==> config.mk <==
export PLATFORM = sky130hd
export DESIGN_NAME = awmc_fifo
export DESIGN_NICKNAME = d
export VERILOG_FILES = /design/src/rtl/awmc_pkg.sv /design/src/rtl/awmc_fifo.sv
export SDC_FILE = /design/constraint.sdc
export NUM_CORES = 1
export LEC_CHECK = 0
export BUFFER_PORTS_ARGS = -buffer_cell sky130_fd_sc_hd__buf_2
export CORE_MARGIN = 5
export CORE_UTILIZATION = 57
export DETAILED_ROUTE_END_ITERATION = 6
export GPL_TIMING_DRIVEN = 0
export PLACE_DENSITY = 0.83
export SYNTH_ARGS = -nofsm -noshare
export SYNTH_HDL_FRONTEND = slang
export SYNTH_SLANG_ARGS = --single-unit
==> constraint.sdc <==
create_clock -name aclk -period 6.45 [get_ports aclk]
set_input_delay 1.29 -clock aclk [delete_from_list [all_inputs] [get_ports aclk]]
set_output_delay 1.29 -clock aclk [all_outputs]
set_load 0.05 [all_outputs]
==> src/rtl/awmc_pkg.sv <==
// ----------------------------------------------------------------------------
// awmc_pkg: shared types and constants for the mesh centroid core
// Field widths, queue entry layout and division/sqrt sizes.
// ----------------------------------------------------------------------------
package awmc_pkg;

    localparam int COORD_BITS = 16;
    localparam int SUM_BITS   = 64;
    localparam int WGT_BITS   = 48;
    localparam int SQ_BITS    = 82;
    localparam int ROOT_BITS  = 41;
    localparam int VSUM_BITS  = COORD_BITS + 2;
    localparam int DIV_BITS   = WGT_BITS + 2;
    localparam int QDEPTH     = 4;
    localparam int QPTR_BITS  = 2;

    typedef struct packed {
        logic signed [VSUM_BITS-1:0] sx;
        logic signed [VSUM_BITS-1:0] sy;
        logic signed [VSUM_BITS-1:0] sz;
        logic [SQ_BITS-1:0]          sq;
        logic                        last;
    } tri_t;

    typedef struct packed {
        logic signed [COORD_BITS-1:0] cx;
        logic signed [COORD_BITS-1:0] cy;
        logic signed [COORD_BITS-1:0] cz;
        logic                         degen;
        logic                         sat;
    } res_t;

endpackage

==> src/rtl/awmc_fifo.sv <==
// ----------------------------------------------------------------------------
// awmc_fifo: small queue between front and back
// Holds front-end triangle items so each side stalls on its own.
// ----------------------------------------------------------------------------
module awmc_fifo (
    input  logic           aclk,
    input  logic           aresetn,
    input  logic           wr_valid,
    output logic           wr_ready,
    input  awmc_pkg::tri_t wr_data,
    output logic           rd_valid,
    input  logic           rd_ready,
    output awmc_pkg::tri_t rd_data
);
    awmc_pkg::tri_t mem [awmc_pkg::QDEPTH];
    logic [awmc_pkg::QPTR_BITS-1:0] wp_reg, rp_reg;
    logic [awmc_pkg::QPTR_BITS:0]   cnt_reg;
    logic wr, rd;

    assign wr_ready = cnt_reg != (awmc_pkg::QPTR_BITS+1)'(awmc_pkg::QDEPTH);
    assign rd_valid = cnt_reg != '0;
    assign wr = wr_valid && wr_ready;
    assign rd = rd_valid && rd_ready;
    assign rd_data = mem[rp_reg];

    always_ff @(posedge aclk) begin
        if (!aresetn) begin
            wp_reg  <= '0;
            rp_reg  <= '0;
            cnt_reg <= '0;
        end else begin
            if (wr) wp_reg <= wp_reg + 1'b1;
            if (rd) rp_reg <= rp_reg + 1'b1;
            if (wr && !rd) cnt_reg <= cnt_reg + 1'b1;
            else if (rd && !wr) cnt_reg <= cnt_reg - 1'b1;
        end
        if (wr) mem[wp_reg] <= wr_data;
    end

    assert property (@(posedge aclk) disable iff (!aresetn)
        cnt_reg <= (awmc_pkg::QPTR_BITS+1)'(awmc_pkg::QDEPTH))
        else $error("queue count overflow");
    assert property (@(posedge aclk) disable iff (!aresetn)
        (cnt_reg == '0) |-> (wp_reg == rp_reg))
        else $error("empty queue pointers differ");
    assert property (@(posedge aclk) disable iff (!aresetn)
        (wr && !rd) |=> (cnt_reg == $past(cnt_reg) + 1'b1))
        else $error("queue count missed a write");

endmodule

==> metrics.md, run 1 <==
| Metric | Value |
|---|---|
| Synth Instances | `763` |
| Async set-or-reset flop fraction in the synthesized netlist | `0` |
| Core ar. | `35310 µm²` |
| Htree depth | `2` |
| Drt drc | `0` |
| Global-route wire length before repair | `59370 µm` |
| Initial antenna violation count | `4` |
| Port Buffers | `278` |
| Die height | `198.3 µm` |
| Synth warnings | `0` |
| Synth Area in Adders | `0.004086` |
| Area contributors post-synth | `edfxtp_1 81%, mux4_2 15%, dfxtp_1 0.89%, buf_4 0.41%, buf_2 0.37%` |
| Max Cap Violations | `0` |
| Dpl cells | `1510` |
| Final Util | `0.6819` |
| Hold buffer count at cts | `0` |
| Vias in the first global route | `9881` |
| Syn avg cell area | `26.49 µm²` |
| CP Launch Type | `flip-flop` |
| DR vias | `9200` |
| Post-synthesis simple-gate area fraction | `0.004519` |
| Flip-flop count of the largest register after layout | `548` |
| Post-synth EDFFs | `548` |
| Cts bufs inserted | `54` |
| Synth Register Bits | `557` |
| Outcome | `complete, no violations` |
| Worst endpoint required time | `5.16 ns` |
| Top cell type's share of synthesized area | `0.8142` |
| Total setup buffers inserted after CTS | `0` |
| Hpwl dp | `24260 µm` |
| WL/cell | `24.59 µm` |
| Hold path depth | `2` |
| Worst Hold Launch | `wp_reg[1]` |
| Worst vdd ir | `362.2 µV` |
| Final setup viols | `0` |
| Mux contribution to synthesized area | `0.1542` |
| Final max-slew violation count | `0` |
| Sequential share of the synthesized area | `0.8231` |
| Resize count post-CTS | `0` |
| Fin crit share | `0.5968` |
| Worst reg2reg endpoint | `mem[0][130]` |
| Leak | `8.120 nW` |
| Clk sink count | `557` |
| Starting Density | `0.5724` |
| ANT nets after route | `0` |
| Die width | `198.3 µm` |
| Area Overhead vs Synth | `19.14%` |
| Gpl congestion | `0.7172` |
| Arrival time worst endpoint | `2.56 ns` |
| Minimum clock period | `3.850 ns` |
| FF-to-FF setup slack | `3.78 ns` |
| Xor and xnor area share after synthesis | `0.001733` |
| Pwr Total | `10.97 mW` |
| Worst min path class | `reg -> reg` |
| Total GRT Usage | `0.2034` |
| Layout cells sized above 1 | `0.4634` |
| RSZ-0062 raised after global routing | `false` |
| Routed vias/inst | `5.707` |
| DR pass1 iterations | `5` |
| Rows | `69` |
| Post-synthesis net count | `910` |
| Fin cells | `1612` |
| Final hold vios | `0` |
| R2r startpoint | `cnt_reg[0]` |
| CTS max path bufs | `3` |
| Predominant post-synthesis flop cell | `edfxtp_1` |
| Worst hold path endpoint | `wp_reg[1]` |
| CTS tree | `built` |
| Mapped cell area | `20210 µm²` |
| R2R depth | `5` |
| CP endpoint kind | `primary output` |
| Io pins | `280` |
| Pwr dens | `455.7 nW/µm²` |
| Final #Nets | `1252` |
| Critical Path Fanout Max | `10` |
| Root buffer cell | `clkbuf_16` |
| Pin count of the biggest net entering global routing | `53` |
| Complex-gate fraction of the synthesized area | `0.001981` |
| Fmax | `259.8 MHz` |
| Setup TNS | `0 ns` |
| Iter 0 DRT Violations | `571` |
| Worst-path clk slew | `0.06 ns` |
| Synth area leader | `edfxtp_1` |
| Clock Latency Late Sink | `0.58 ns` |
| Clock skew | `0.01841 ns` |
| Rel. slew slack | `0.4783` |
| Die area | `39320 µm²` |
| Synth unique cells | `23` |
| Largest family of logic cells by synthesized area | `multiplexers` |
| Critical path class | `reg -> out` |
| Grt total ovfl | `0` |
| Drt total wl | `39640 µm` |
| Slew @ Worst Pin | `0.7826 ns` |
[cells in the mapped netlist (2+ instances only)]
cell / instances
clkbuf_1: 2
mux2i_1: 3
edfxtp_1: 548
buf_4: 11
ha_1: 5
nand2_1: 5
and2_1: 8
buf_2: 15
buf_6: 3
mux4_2: 137
xnor2_1: 3
or3_1: 2
inv_1: 3
dfxtp_1: 9
[logic make-up (layout without fill, tap and decap cells)]
group                      Yosys count  count (layout)
and+or+nand+nor                     17              17
buffers and inverters               34             419
muxes                              140             140
xor gates and xnor gates             4               4
adders and majority gates            6               6
AOI/OAI and AO/OA                    5               5
DFF                                557             557
other                                0               3
[placed cells by master, fill, tap and decap left out, drive strengths merged]
master,n
buf,315
nand2,5
clkinvlp,1
xor2,1
clkbuf,75
a21boi,2
clkinv,21
or3,2
fa,1
o311ai,1
mux2i,3
edfxtp,548
diode,3
o21ai,1
o31ai,1
xnor2,3
and2,8
nor2,1
dfxtp,9
mux4,137
nor2b,1
bufinv,2
inv,5
ha,5
[metal layers]
metal  share of wire  routed length, µm  up-vias  global-route usage
met3           0.081               3198       65             0.05445
met1            0.37              14720     4798              0.2627
li1                -                  -     4007                   -
met4           0.023                918        6             0.06197
met2            0.52              20760      324              0.3448
met5          0.0012                 47        -                   0
[worst max path at each step]
stage                         start           to  slack, ns  cells after the start
after floorplan            wr_valid    mem[0][0]       1.18                      2
after global routing      flip-flop  rd_data[86]       2.46                      4
final                     flip-flop  rd_data[86]       2.60                      4
after CTS                 flip-flop  rd_data[86]       2.48                      4
after detailed placement   wr_valid    mem[0][2]       2.93                      5
after global placement     wr_valid  mem[2][126]      -1.33                      3
[power breakdown]
part	switching, mW	internal (mW)	total, mW	leakage, nW
clock	1.24	1.69	2.93	0.819
combinational	2.47	1.09	3.55	2.20
sequential	0.0987	4.39	4.49	5.10
total	3.81	7.17	11.0	8.12
[per-stage QoR]
stage	worst slack (ns)	hold WS, ns	area [µm²]
floorplan	1.184	0.4677	20210
global placement	-1.334	0.4811	22180
detailed placement	2.925	0.4983	22410
CTS	2.481	0.5066	24070
global route	2.462	0.5481	24070
finish	2.600	0.5040	24080
[worst max-delay path: stages, from the launching register on]
cell and delay, ns:
dfxtp_1 0.35, clkbuf_1 0.56, buf_2 0.42, mux4_2 0.40, buf_2 0.24
[layout make-up]
class                      count  area [µm²]
multi-input combinational    172        3374
clock inverter                26       177.7
clock buffer                  73        1484
tap                          461       576.8
sequential                   557       16640
timing repair buffer         286        1612
inverter                       3       11.26
buffer                        31       198.9
fill                        2118       11230
antenna                        3       7.507
(Power assumes the default switching activity.)
==> inputs of run 2 (changes only) <==
==> constraint.sdc (replaced) <==
create_clock -name aclk -period 3.7 [get_ports aclk]
set_input_delay 0.74 -clock aclk [delete_from_list [all_inputs] [get_ports aclk]]
set_output_delay 0.74 -clock aclk [all_outputs]
set_load 0.05 [all_outputs]
==> run 2 against run 1 <==
Final cell count decreased by 0.12%. Clock-buffer cell count fell by 5. Combinational power increased by 75%. Clock skew is essentially flat. Largest power group unchanged. Highest routed layer unchanged.
==> metrics.md, run 2 (synthesis gave the netlist of run 1 again) <==
| Metric | Value |
|---|---|
| CP endpoint kind | `primary output` |
| Fmax | `290.6 MHz` |
| Most common cell after layout, fill and taps aside | `edfxtp_1` |
| WL/cell | `24.95 µm` |
| Final hold vios | `0` |
| Port Buffers | `278` |
| Arrival time worst endpoint | `2.70 ns` |
| Most frequent cells in the layout | `548 x edfxtp_1, 293 x buf_2, 137 x mux4_2, 55 x clkbuf_16, 13 x clkbuf_1` |
| Pin count of the biggest net entering global routing | `54` |
| Vias in the first global route | `9779` |
| Worst endpoint required time | `2.96 ns` |
| Max Cap Violations | `0` |
| Root buffer cell | `clkbuf_16` |
| Area Overhead vs Synth | `19.19%` |
| Grt total ovfl | `0` |
| Global-route wire length before repair | `59630 µm` |
| Worst path max stage delay | `0.69 ns` |
| Minimum clock period | `3.441 ns` |
| Worst vdd ir | `575.5 µV` |
| RSZ-0062 raised after global routing | `false` |
| Core ar. | `35310 µm²` |
| Clock Latency Late Sink | `0.58 ns` |
| Final #Nets | `1252` |
| DR vias | `9252` |
| CP Cell Sequence | `clkbuf_1 -> buf_2 -> mux4_2 -> buf_2` |
| Total GRT Usage | `0.2049` |
| Flip-flop count of the largest register after layout | `548` |
| Die width | `198.3 µm` |
| ANT nets after route | `0` |
| CP Launch Type | `flip-flop` |
| Rows | `69` |
| Pwr dens | `796.9 nW/µm²` |
| Leak | `8.120 nW` |
| Io pins | `280` |
| Worst min path class | `in -> reg` |
| Pwr Total | `19.19 mW` |
| Routed vias/inst | `5.747` |
| Clock skew | `0.01885 ns` |
| Fin crit share | `0.9301` |
| Total setup buffers inserted after CTS | `0` |
| Htree depth | `2` |
| Outcome | `complete, no violations` |
| Initial antenna violation count | `9` |
| Gpl congestion | `0.6991` |
| Die height | `198.3 µm` |
| Filler cell count | `2049` |
| Placed Area | `22410 µm²` |
| Hpwl dp | `24770 µm` |
| Layout cells sized above 1 | `0.4646` |
| Final setup viols | `0` |
| Die area | `39320 µm²` |
| Starting Density | `0.5724` |
| Finished layout cell area | `24090 µm²` |
| Critical Path Fanout Max | `10` |
| Iter 0 DRT Violations | `619` |
| Crit-path slowest cell | `clkbuf_1` |
| Drt drc | `0` |
| Critical path class | `reg -> out` |
| CTS tree | `built` |
| Worst-path clk slew | `0.06 ns` |
| Hold buffer count at cts | `0` |
| Multi-input logic area | `3374 µm²` |
| Drt total wl | `40160 µm` |
| Resize count post-CTS | `0` |
| Slew @ Worst Pin | `0.9197 ns` |
| Final max-slew violation count | `0` |
| Rel. slew slack | `0.3869` |
| CTS max path bufs | `3` |
| Clk sink count | `557` |
| DR pass1 iterations | `5` |
| CP dominant cell by count | `buf_2` |
| Cts bufs inserted | `54` |
| Register area | `16640 µm²` |
-- run 2: per-stage QoR --
stage	cells	setup WS, ns	TNS (ns)	util	hold slack (ns)
2_1_floorplan	763	0.5024	0	-	0.4677
3_3_place_gp	1502	-0.9098	-483.24	0.6283	0.4833
3_5_place_dp	1510	0.8149	0	0.6346	0.4955
4_1_cts	1606	0.1866	0	0.6819	0.3376
5_1_grt	1609	0.08715	0	0.6821	0.3535
6_report	1610	0.2588	0	0.6822	0.3745
-- run 2: metal layers --
layer  vias up  part of all wire  track usage
li1       3990                 -            -
met1      4817              0.37       0.2737
met2       363              0.51       0.3338
met3        72             0.093      0.06262
met4        10             0.022      0.05942
met5         -            0.0018            0
-- run 2: path summary, 6_finish.rpt --
| path | start | to | slack, ns | cells past startpoint |
|---|---|---|---|---|
| setup reg to reg | cnt_reg[1] | mem[3][32] | 1.26 | 4 |
| hold / removal | wr_data[77] | mem[3][77] | 0.37 | 1 |
| hold reg to reg | wp_reg[1] | wp_reg[1] | 0.50 | 2 |
| setup / recovery | flip-flop | rd_data[73] | 0.26 | 4 |
-- run 2: final cells by class --
| type | count | area share |
|---|---|---|
| Buffer | 31 | 0.008259 |
| Clock buffer | 68 | 0.05999 |
| Tap cell | 461 | 0.02395 |
| Multi-Input combinational cell | 172 | 0.1401 |
| Sequential cell | 557 | 0.6906 |
| Clock inverter | 28 | 0.009298 |
| Timing Repair Buffer | 286 | 0.06690 |
| Antenna cell | 4 | 0.0004155 |
| Inverter | 3 | 0.0004675 |
-- run 2: power breakdown --
group          switching [mW]  leakage, nW  internal, mW
registers               0.170         5.10          7.66
logic                    4.33         2.20          1.89
clock network            2.18        0.820          2.97
-- run 2: critical path: cells and delay by family (launching register included) --
kind / cells / cell delay, ns
buffers and inverters: 3 / 1.37
DFF: 1 / 0.33
muxes: 1 / 0.41
