$ cat config.mk
export PLATFORM = sky130hd
export DESIGN_NAME = awmc_back
export DESIGN_NICKNAME = d
export VERILOG_FILES = /design/src/rtl/awmc_pkg.sv /design/src/rtl/awmc_back.sv
export SDC_FILE = /design/constraint.sdc
export NUM_CORES = 2
export LEC_CHECK = 0
export ABC_AREA = 1
export BUFFER_PORTS_ARGS = -buffer_cell sky130_fd_sc_hd__buf_4
export CAP_MARGIN = 20
export CELL_PAD_IN_SITES_DETAIL_PLACEMENT = 1
export CELL_PAD_IN_SITES_GLOBAL_PLACEMENT = 1
export CORE_ASPECT_RATIO = 1.25
export CORE_MARGIN = 2
export CORE_UTILIZATION = 25
export CTS_BUF_LIST = sky130_fd_sc_hd__clkbuf_2
export DETAILED_ROUTE_END_ITERATION = 10
export PLACE_DENSITY_LB_ADDON = 0.1
export SLEW_MARGIN = 20
export SYNTH_ARGS = -nofsm -noshare
export SYNTH_HDL_FRONTEND = slang
export SYNTH_SLANG_ARGS = --single-unit
$ cat constraint.sdc
create_clock -name aclk -period 14.7 [get_ports aclk]
set_clock_uncertainty 0.15 [all_clocks]
set_input_delay 0.735 -clock aclk [delete_from_list [all_inputs] [get_ports aclk]]
set_output_delay 0.735 -clock aclk [all_outputs]
set_load 0.1 [all_outputs]
$ cat src/rtl/awmc_pkg.sv
// ----------------------------------------------------------------------------
// awmc_pkg: shared types and constants for the mesh centroid core
// Field widths, queue entry layout and division/sqrt sizes.
// ----------------------------------------------------------------------------
package awmc_pkg;

    localparam int COORD_BITS = 16;
    localparam int SUM_BITS   = 64;
    localparam int WGT_BITS   = 48;
    localparam int SQ_BITS    = 82;
    localparam int ROOT_BITS  = 41;
    localparam int VSUM_BITS  = COORD_BITS + 2;
    localparam int DIV_BITS   = WGT_BITS + 2;
    localparam int QDEPTH     = 4;
    localparam int QPTR_BITS  = 2;

    typedef struct packed {
        logic signed [VSUM_BITS-1:0] sx;
        logic signed [VSUM_BITS-1:0] sy;
        logic signed [VSUM_BITS-1:0] sz;
        logic [SQ_BITS-1:0]          sq;
        logic                        last;
    } tri_t;

    typedef struct packed {
        logic signed [COORD_BITS-1:0] cx;
        logic signed [COORD_BITS-1:0] cy;
        logic signed [COORD_BITS-1:0] cz;
        logic                         degen;
        logic                         sat;
    } res_t;

endpackage

$ cat src/rtl/awmc_back.sv
// ----------------------------------------------------------------------------
// awmc_back: accumulate and divide engine
// Bit-serial square root, 24x18 partial-product weighting, saturating
// accumulation, and on the last item a restoring divide per axis.
// ----------------------------------------------------------------------------
module awmc_back (
    input  logic           aclk,
    input  logic           aresetn,
    input  logic           in_valid,
    output logic           in_ready,
    input  awmc_pkg::tri_t in_tri,
    output logic           res_valid,
    input  logic           res_ready,
    output awmc_pkg::res_t res
);
    localparam int SB = awmc_pkg::SUM_BITS;
    localparam int WB = awmc_pkg::WGT_BITS;
    localparam int RB = awmc_pkg::ROOT_BITS;
    localparam int QB = awmc_pkg::SQ_BITS;
    localparam int VB = awmc_pkg::VSUM_BITS;
    localparam int DB = awmc_pkg::DIV_BITS;
    localparam int CB = awmc_pkg::COORD_BITS;

    localparam logic [3:0] ST_IDLE = 4'd0;
    localparam logic [3:0] ST_SQRT = 4'd1;
    localparam logic [3:0] ST_MUL  = 4'd2;
    localparam logic [3:0] ST_ACC  = 4'd3;
    localparam logic [3:0] ST_DSET = 4'd4;
    localparam logic [3:0] ST_DIV  = 4'd5;
    localparam logic [3:0] ST_DFIN = 4'd6;
    localparam logic [3:0] ST_OUT  = 4'd7;

    logic [3:0] st_reg;
    logic [5:0] bit_reg;
    logic [1:0] ax_reg;
    logic       ph_reg;

    awmc_pkg::tri_t t_reg;
    logic [RB-1:0] root_reg;
    logic [QB-1:0] rad_reg;
    logic [RB:0]   rem_reg;
    logic signed [SB-1:0] sumx_reg, sumy_reg, sumz_reg;
    logic [WB-1:0] tw_reg;
    logic ovf_reg;
    logic signed [SB-1:0] px_reg, py_reg, pz_reg;
    logic [SB-1:0] mag_reg;
    logic neg_reg;
    logic [DB-1:0] div_reg;
    logic [SB-1:0] q_reg;
    logic [DB:0] r_reg;
    logic signed [CB-1:0] cx_reg, cy_reg, cz_reg;
    logic degen_reg;
    logic ovf_out_reg;
    logic out_v_reg;

    assign in_ready  = st_reg == ST_IDLE;
    assign res_valid = out_v_reg;
    assign res.cx    = cx_reg;
    assign res.cy    = cy_reg;
    assign res.cz    = cz_reg;
    assign res.degen = degen_reg;
    assign res.sat   = ovf_out_reg;

    // square root step: bring down two bits, try (root << 2) | 1
    logic [RB+2:0] sq_rem, sq_try;
    assign sq_rem = {rem_reg, rad_reg[QB-1:QB-2]};
    assign sq_try = {1'b0, root_reg, 2'b01};

    // weight times vertex sum, 2 partial products of 24x18 bits
    logic signed [VB-1:0] vs;
    always_comb begin
        case (ax_reg)
            2'd0:    vs = t_reg.sx;
            2'd1:    vs = t_reg.sy;
            default: vs = t_reg.sz;
        endcase
    end
    logic [23:0] wpart;
    assign wpart = ph_reg ? 24'(root_reg[RB-1:24]) : root_reg[23:0];
    logic signed [SB-1:0] pp;
    assign pp = SB'($signed({1'b0, wpart}) * vs);

    // saturating add
    function automatic logic [SB:0] sadd(input logic signed [SB-1:0] a,
                                         input logic signed [SB-1:0] b);
        logic signed [SB-1:0] s;
        logic o;
        s = a + b;
        o = (a[SB-1] == b[SB-1]) && (s[SB-1] != a[SB-1]);
        if (o) s = a[SB-1] ? {1'b1, {(SB-1){1'b0}}} : {1'b0, {(SB-1){1'b1}}};
        return {o, s};
    endfunction

    logic [SB:0] rx, ry, rz;
    assign rx = sadd(sumx_reg, px_reg);
    assign ry = sadd(sumy_reg, py_reg);
    assign rz = sadd(sumz_reg, pz_reg);
    logic [WB:0] tws;
    assign tws = (WB+1)'(tw_reg) + (WB+1)'(root_reg);

    logic signed [SB-1:0] dsum;
    always_comb begin
        case (ax_reg)
            2'd0:    dsum = sumx_reg;
            2'd1:    dsum = sumy_reg;
            default: dsum = sumz_reg;
        endcase
    end

    logic [DB:0] rtry;
    assign rtry = {r_reg[DB-1:0], mag_reg[SB-1]};
    logic signed [CB-1:0] cres;
    always_comb begin
        if (neg_reg) begin
            if (q_reg > SB'(1) << (CB-1)) cres = {1'b1, {(CB-1){1'b0}}};
            else cres = CB'(-q_reg);
        end else begin
            if (q_reg > (SB'(1) << (CB-1)) - SB'(1)) cres = {1'b0, {(CB-1){1'b1}}};
            else cres = CB'(q_reg);
        end
    end

    always_ff @(posedge aclk) begin
        if (!aresetn) begin
            st_reg    <= ST_IDLE;
            out_v_reg <= 1'b0;
            sumx_reg  <= '0;
            sumy_reg  <= '0;
            sumz_reg  <= '0;
            tw_reg    <= '0;
            ovf_reg   <= 1'b0;
        end else begin
            if (out_v_reg && res_ready) out_v_reg <= 1'b0;
            case (st_reg)
                ST_IDLE: begin
                    if (in_valid) begin
                        t_reg    <= in_tri;
                        root_reg <= '0;
                        rem_reg  <= '0;
                        rad_reg  <= in_tri.sq;
                        bit_reg  <= 6'(RB - 1);
                        st_reg   <= ST_SQRT;
                    end
                end
                ST_SQRT: begin
                    if (sq_rem >= sq_try) begin
                        rem_reg  <= (RB+1)'(sq_rem - sq_try);
                        root_reg <= {root_reg[RB-2:0], 1'b1};
                    end else begin
                        rem_reg  <= sq_rem[RB:0];
                        root_reg <= {root_reg[RB-2:0], 1'b0};
                    end
                    rad_reg <= {rad_reg[QB-3:0], 2'b00};
                    if (bit_reg == '0) begin
                        ax_reg <= 2'd0;
                        ph_reg <= 1'b0;
                        st_reg <= ST_MUL;
                    end
                    bit_reg <= bit_reg - 1'b1;
                end
                ST_MUL: begin
                    logic signed [SB-1:0] acc;
                    acc = ph_reg ? (pp <<< 24) : pp;
                    case (ax_reg)
                        2'd0:    px_reg <= ph_reg ? px_reg + acc : acc;
                        2'd1:    py_reg <= ph_reg ? py_reg + acc : acc;
                        default: pz_reg <= ph_reg ? pz_reg + acc : acc;
                    endcase
                    if (ph_reg) begin
                        ph_reg <= 1'b0;
                        if (ax_reg == 2'd2) st_reg <= ST_ACC;
                        ax_reg <= ax_reg + 1'b1;
                    end else begin
                        ph_reg <= 1'b1;
                    end
                end
                ST_ACC: begin
                    logic ov;
                    ov = rx[SB] | ry[SB] | rz[SB] | tws[WB];
                    sumx_reg <= rx[SB-1:0];
                    sumy_reg <= ry[SB-1:0];
                    sumz_reg <= rz[SB-1:0];
                    tw_reg   <= tws[WB] ? {WB{1'b1}} : tws[WB-1:0];
                    if (ov) ovf_reg <= 1'b1;
                    if (!t_reg.last) begin
                        st_reg <= ST_IDLE;
                    end else begin
                        ax_reg <= 2'd0;
                        st_reg <= ST_DSET;
                    end
                end
                ST_DSET: begin
                    // result registers stay untouched until the pending item is taken
                    if (ax_reg != 2'd0 || !out_v_reg) begin
                        if (ax_reg == 2'd0) begin
                            ovf_out_reg <= ovf_reg;
                            degen_reg   <= tw_reg == '0;
                            div_reg     <= DB'(tw_reg) + DB'({tw_reg, 1'b0});
                        end
                        if (ax_reg == 2'd0 && tw_reg == '0) begin
                            cx_reg <= '0;
                            cy_reg <= '0;
                            cz_reg <= '0;
                            st_reg <= ST_OUT;
                        end else begin
                            neg_reg <= dsum[SB-1];
                            mag_reg <= dsum[SB-1] ? SB'(-dsum) : SB'(dsum);
                            q_reg   <= '0;
                            r_reg   <= '0;
                            bit_reg <= 6'(SB - 1);
                            st_reg  <= ST_DIV;
                        end
                    end
                end
                ST_DIV: begin
                    if (rtry >= (DB+1)'(div_reg)) begin
                        r_reg <= rtry - (DB+1)'(div_reg);
                        q_reg <= {q_reg[SB-2:0], 1'b1};
                    end else begin
                        r_reg <= rtry;
                        q_reg <= {q_reg[SB-2:0], 1'b0};
                    end
                    mag_reg <= {mag_reg[SB-2:0], 1'b0};
                    bit_reg <= bit_reg - 1'b1;
                    if (bit_reg == '0) st_reg <= ST_DFIN;
                end
                ST_DFIN: begin
                    case (ax_reg)
                        2'd0:    cx_reg <= cres;
                        2'd1:    cy_reg <= cres;
                        default: cz_reg <= cres;
                    endcase
                    ax_reg <= ax_reg + 1'b1;
                    st_reg <= (ax_reg == 2'd2) ? ST_OUT : ST_DSET;
                end
                ST_OUT: begin
                    if (!out_v_reg) begin
                        out_v_reg <= 1'b1;
                        sumx_reg  <= '0;
                        sumy_reg  <= '0;
                        sumz_reg  <= '0;
                        tw_reg    <= '0;
                        ovf_reg   <= 1'b0;
                        st_reg    <= ST_IDLE;
                    end
                end
                default: st_reg <= ST_IDLE;
            endcase
        end
    end

    assert property (@(posedge aclk) disable iff (!aresetn)
        (st_reg == ST_OUT && !out_v_reg) |=> out_v_reg)
        else $error("result not posted");
    assert property (@(posedge aclk) disable iff (!aresetn)
        (out_v_reg && !res_ready) |=> (out_v_reg && $stable(cx_reg)))
        else $error("result dropped while stalled");
    assert property (@(posedge aclk) disable iff (!aresetn)
        (out_v_reg && degen_reg) |-> (cx_reg == '0 && cy_reg == '0 && cz_reg == '0))
        else $error("degenerate result not zero");

endmodule

==> flow_metrics.tcl <==
set metrics [dict create \
    run_status "finished clean" \
    setup_viol 0 \
    io_buffers 192 \
    slowest_delay_ns 0.68 \
    grt_overflow_total 0 \
    syn_to_final_growth_pct 15.3 \
    crit_arrival_ns 13.64 \
    slew_headroom_pct 19.7 \
    finalWirelength_mm 529 \
    synth.distinct_cells 76 \
    grt_max_degree 166 \
    vias 100502 \
    drv_cap 0 \
    ctsLongestPathBuffers 4 \
    layout.cells.non_filler 20509 \
    max_clock_freq_ghz 0.0829 \
    synth_area_leaders "edfxtp_1 22%, nand2_1 15%, ha_1 9.4%" \
    die_x_um 562 \
    syn-instance-count 14336 \
    cts.sinks 945 \
    syn_nets 15570 \
    path_class "flip-flop to flip-flop" \
    grt_pass1_wl_mm 751 \
    cts_made_buffers 304 \
    use_met2_pct 46.4 \
    synth_top_area_share_pct 21.6 \
    path_clk_slew_ns 0.10 \
    drc 0 \
    fp.dieH_um 701 \
    syn-mean-instance-area_sq_um 6.78 \
    final-hold-violation-count 0 \
    gp_congestion 0.968 \
    drt_iter0_drc 5909 \
    rsz0062_at_grt "no" \
    placed_cells 19500 \
    finalCritPeriodShare_pct 82.0 \
    synth-seq-cells 945 \
    critPathMostFrequentCell "nand2_1" \
    syn-cell-area_sq_um 97200 \
    worst_path_max_delay_cell "nor4_1" \
    slew_violations 0 \
    clock_latency_ns 2.12 \
    yosysSeqAreaShare_pct 26.7 \
    yosysWarnings 0 \
    cts_tree "done" \
    wl_per_cell_um 25.8 \
    async_flop_share_pct 0 \
    tns_ns 0 \
    synth-edff-count 700 \
    hold_class "flip-flop to flip-flop" \
    crit_path_end_kind "flip-flop" \
    synth_ff_type "edfxtp_1" \
    post_cts_buffers 0 \
    worstPathMaxFanout 21 \
    tightest_slew_ns 1.20 \
    hpwl_mm 437 \
    drive_gt1_share_pct 6.20 \
    ant_nets 0 \
    cts_resized 0 \
    crit_path_start_kind "flip-flop" \
    grt_pass1_vias 105237 \
    root_buffer "clkbuf_2" \
    dieArea_sq_um 394000 \
    largest_reg_flops 82 \
    core-area_sq_um 388000 \
    start_util_pct 25.1 \
    use_met1_pct 31.0 \
    final_nets 16318 \
    grt_busiest_layer "met2" \
    htree_levels 5 \
    grt.total_usage_pct 26.2 \
    num_rows 256 \
    antenna_found_initial 32 \
    gr-usage-met3_pct 2.85 \
    synth_top_cell_by_area "edfxtp_1" \
    crit_required_ns 16.28 \
    layout_common_cells "3855 x nand2_1, 2198 x inv_1, 1677 x nor2_1" \
    layout_min_cycle_time_ns 12.06 \
    layout_commonest_cell "nand2_1" \
    viasPerCell 4.90 \
    fill_cells 48728 \
    num_io_pins 193 \
    drtPass1Iterations 5 \
]
==> per-stage QoR <==
stage,hold WS [ns],instance area (sq um),util [%],worst slack [ns]
detailed placement,0.268,105000,27.0,2.87
finish,0.302,112000,28.9,2.64
global route,0.244,112000,28.9,2.13
global placement,0.271,105000,27.0,2.74
floorplan,0.259,97200,-,0.135
CTS,0.0125,112000,28.9,2.64
==> per-layer routing <==
metal / up-vias / share of wire [%]
li1: 48413 / -
met1: 49352 / 42
met2: 1975 / 49
met3: 746 / 3.4
met4: 16 / 6.1
met5: - / 0.023
==> cells by family (layout without fill, tap and decap cells) <==
family	Yosys count	after routing	synth area share (%)
buffers and inverters	2545	3536	10.2
DFF	945	945	26.7
other	0	22	0
and+or+nand+nor	6641	6641	27.8
adders and majority gates	1093	1093	16.9
xor gates and xnor gates	309	309	2.78
AOI/OAI and AO/OA	2803	2803	15.7
==> critical path: cells and delay by family, from the launching register on <==
family	cells	cell delay [ns]
fa+ha+maj	9	4.39
simple gates	14	3.07
buf+inv	8	1.22
flops	1	0.46
compound gates	7	2.32
==> worst paths after layout <==
kind	startpoint	endpoint	slack [ns]	depth (start not counted)
max reg2reg	ax_reg[0]	px_reg[40]	2.64	38
max	ax_reg[0]	px_reg[40]	2.64	38
min	ovf_reg	ovf_out_reg	0.30	0
min reg2reg	ovf_reg	ovf_out_reg	0.30	0
==> layout make-up <==
type                    instances  area, sq um  area share (%)
multi-input cells           10846        61600            55.0
flip-flops and latches        945        25900            23.1
inverters                    2238         8430            7.52
repair buffers                749         6760            6.03
well taps                    5160         6460            5.76
clock buffers                 432         2160            1.93
clock inverters               117          666           0.594
diodes                         22         55.1          0.0491
==> synth_stat cells (27+ instances only) <==
library cell  instances
buf_2                89
nand3_1             578
nor4_1               59
o211ai_1             27
nand2_1            3856
inv_1              2199
nor3_1              113
o21bai_1             84
nand3b_1             58
o21a_1               34
xor2_1              215
nor2_1             1685
edfxtp_1            700
o21ai_1              65
clkbuf_1            154
a21oi_1            1288
dfxtp_1             245
a21o_1               74
a31oi_1              66
o21ai_0             963
fa_1                361
a21boi_0             41
o22ai_1              50
xnor2_1              94
nand4_1             180
ha_1                732
==> repair_timing <==
item	in CTS	in global routing
hold buffers	438	0
hold endpoints to repair	941	0
setup endpoints to repair	0	0
Power is left out: the tool's default activity adds up to more than one toggle a clock period on the data nets, which glitch-free logic cannot reach.
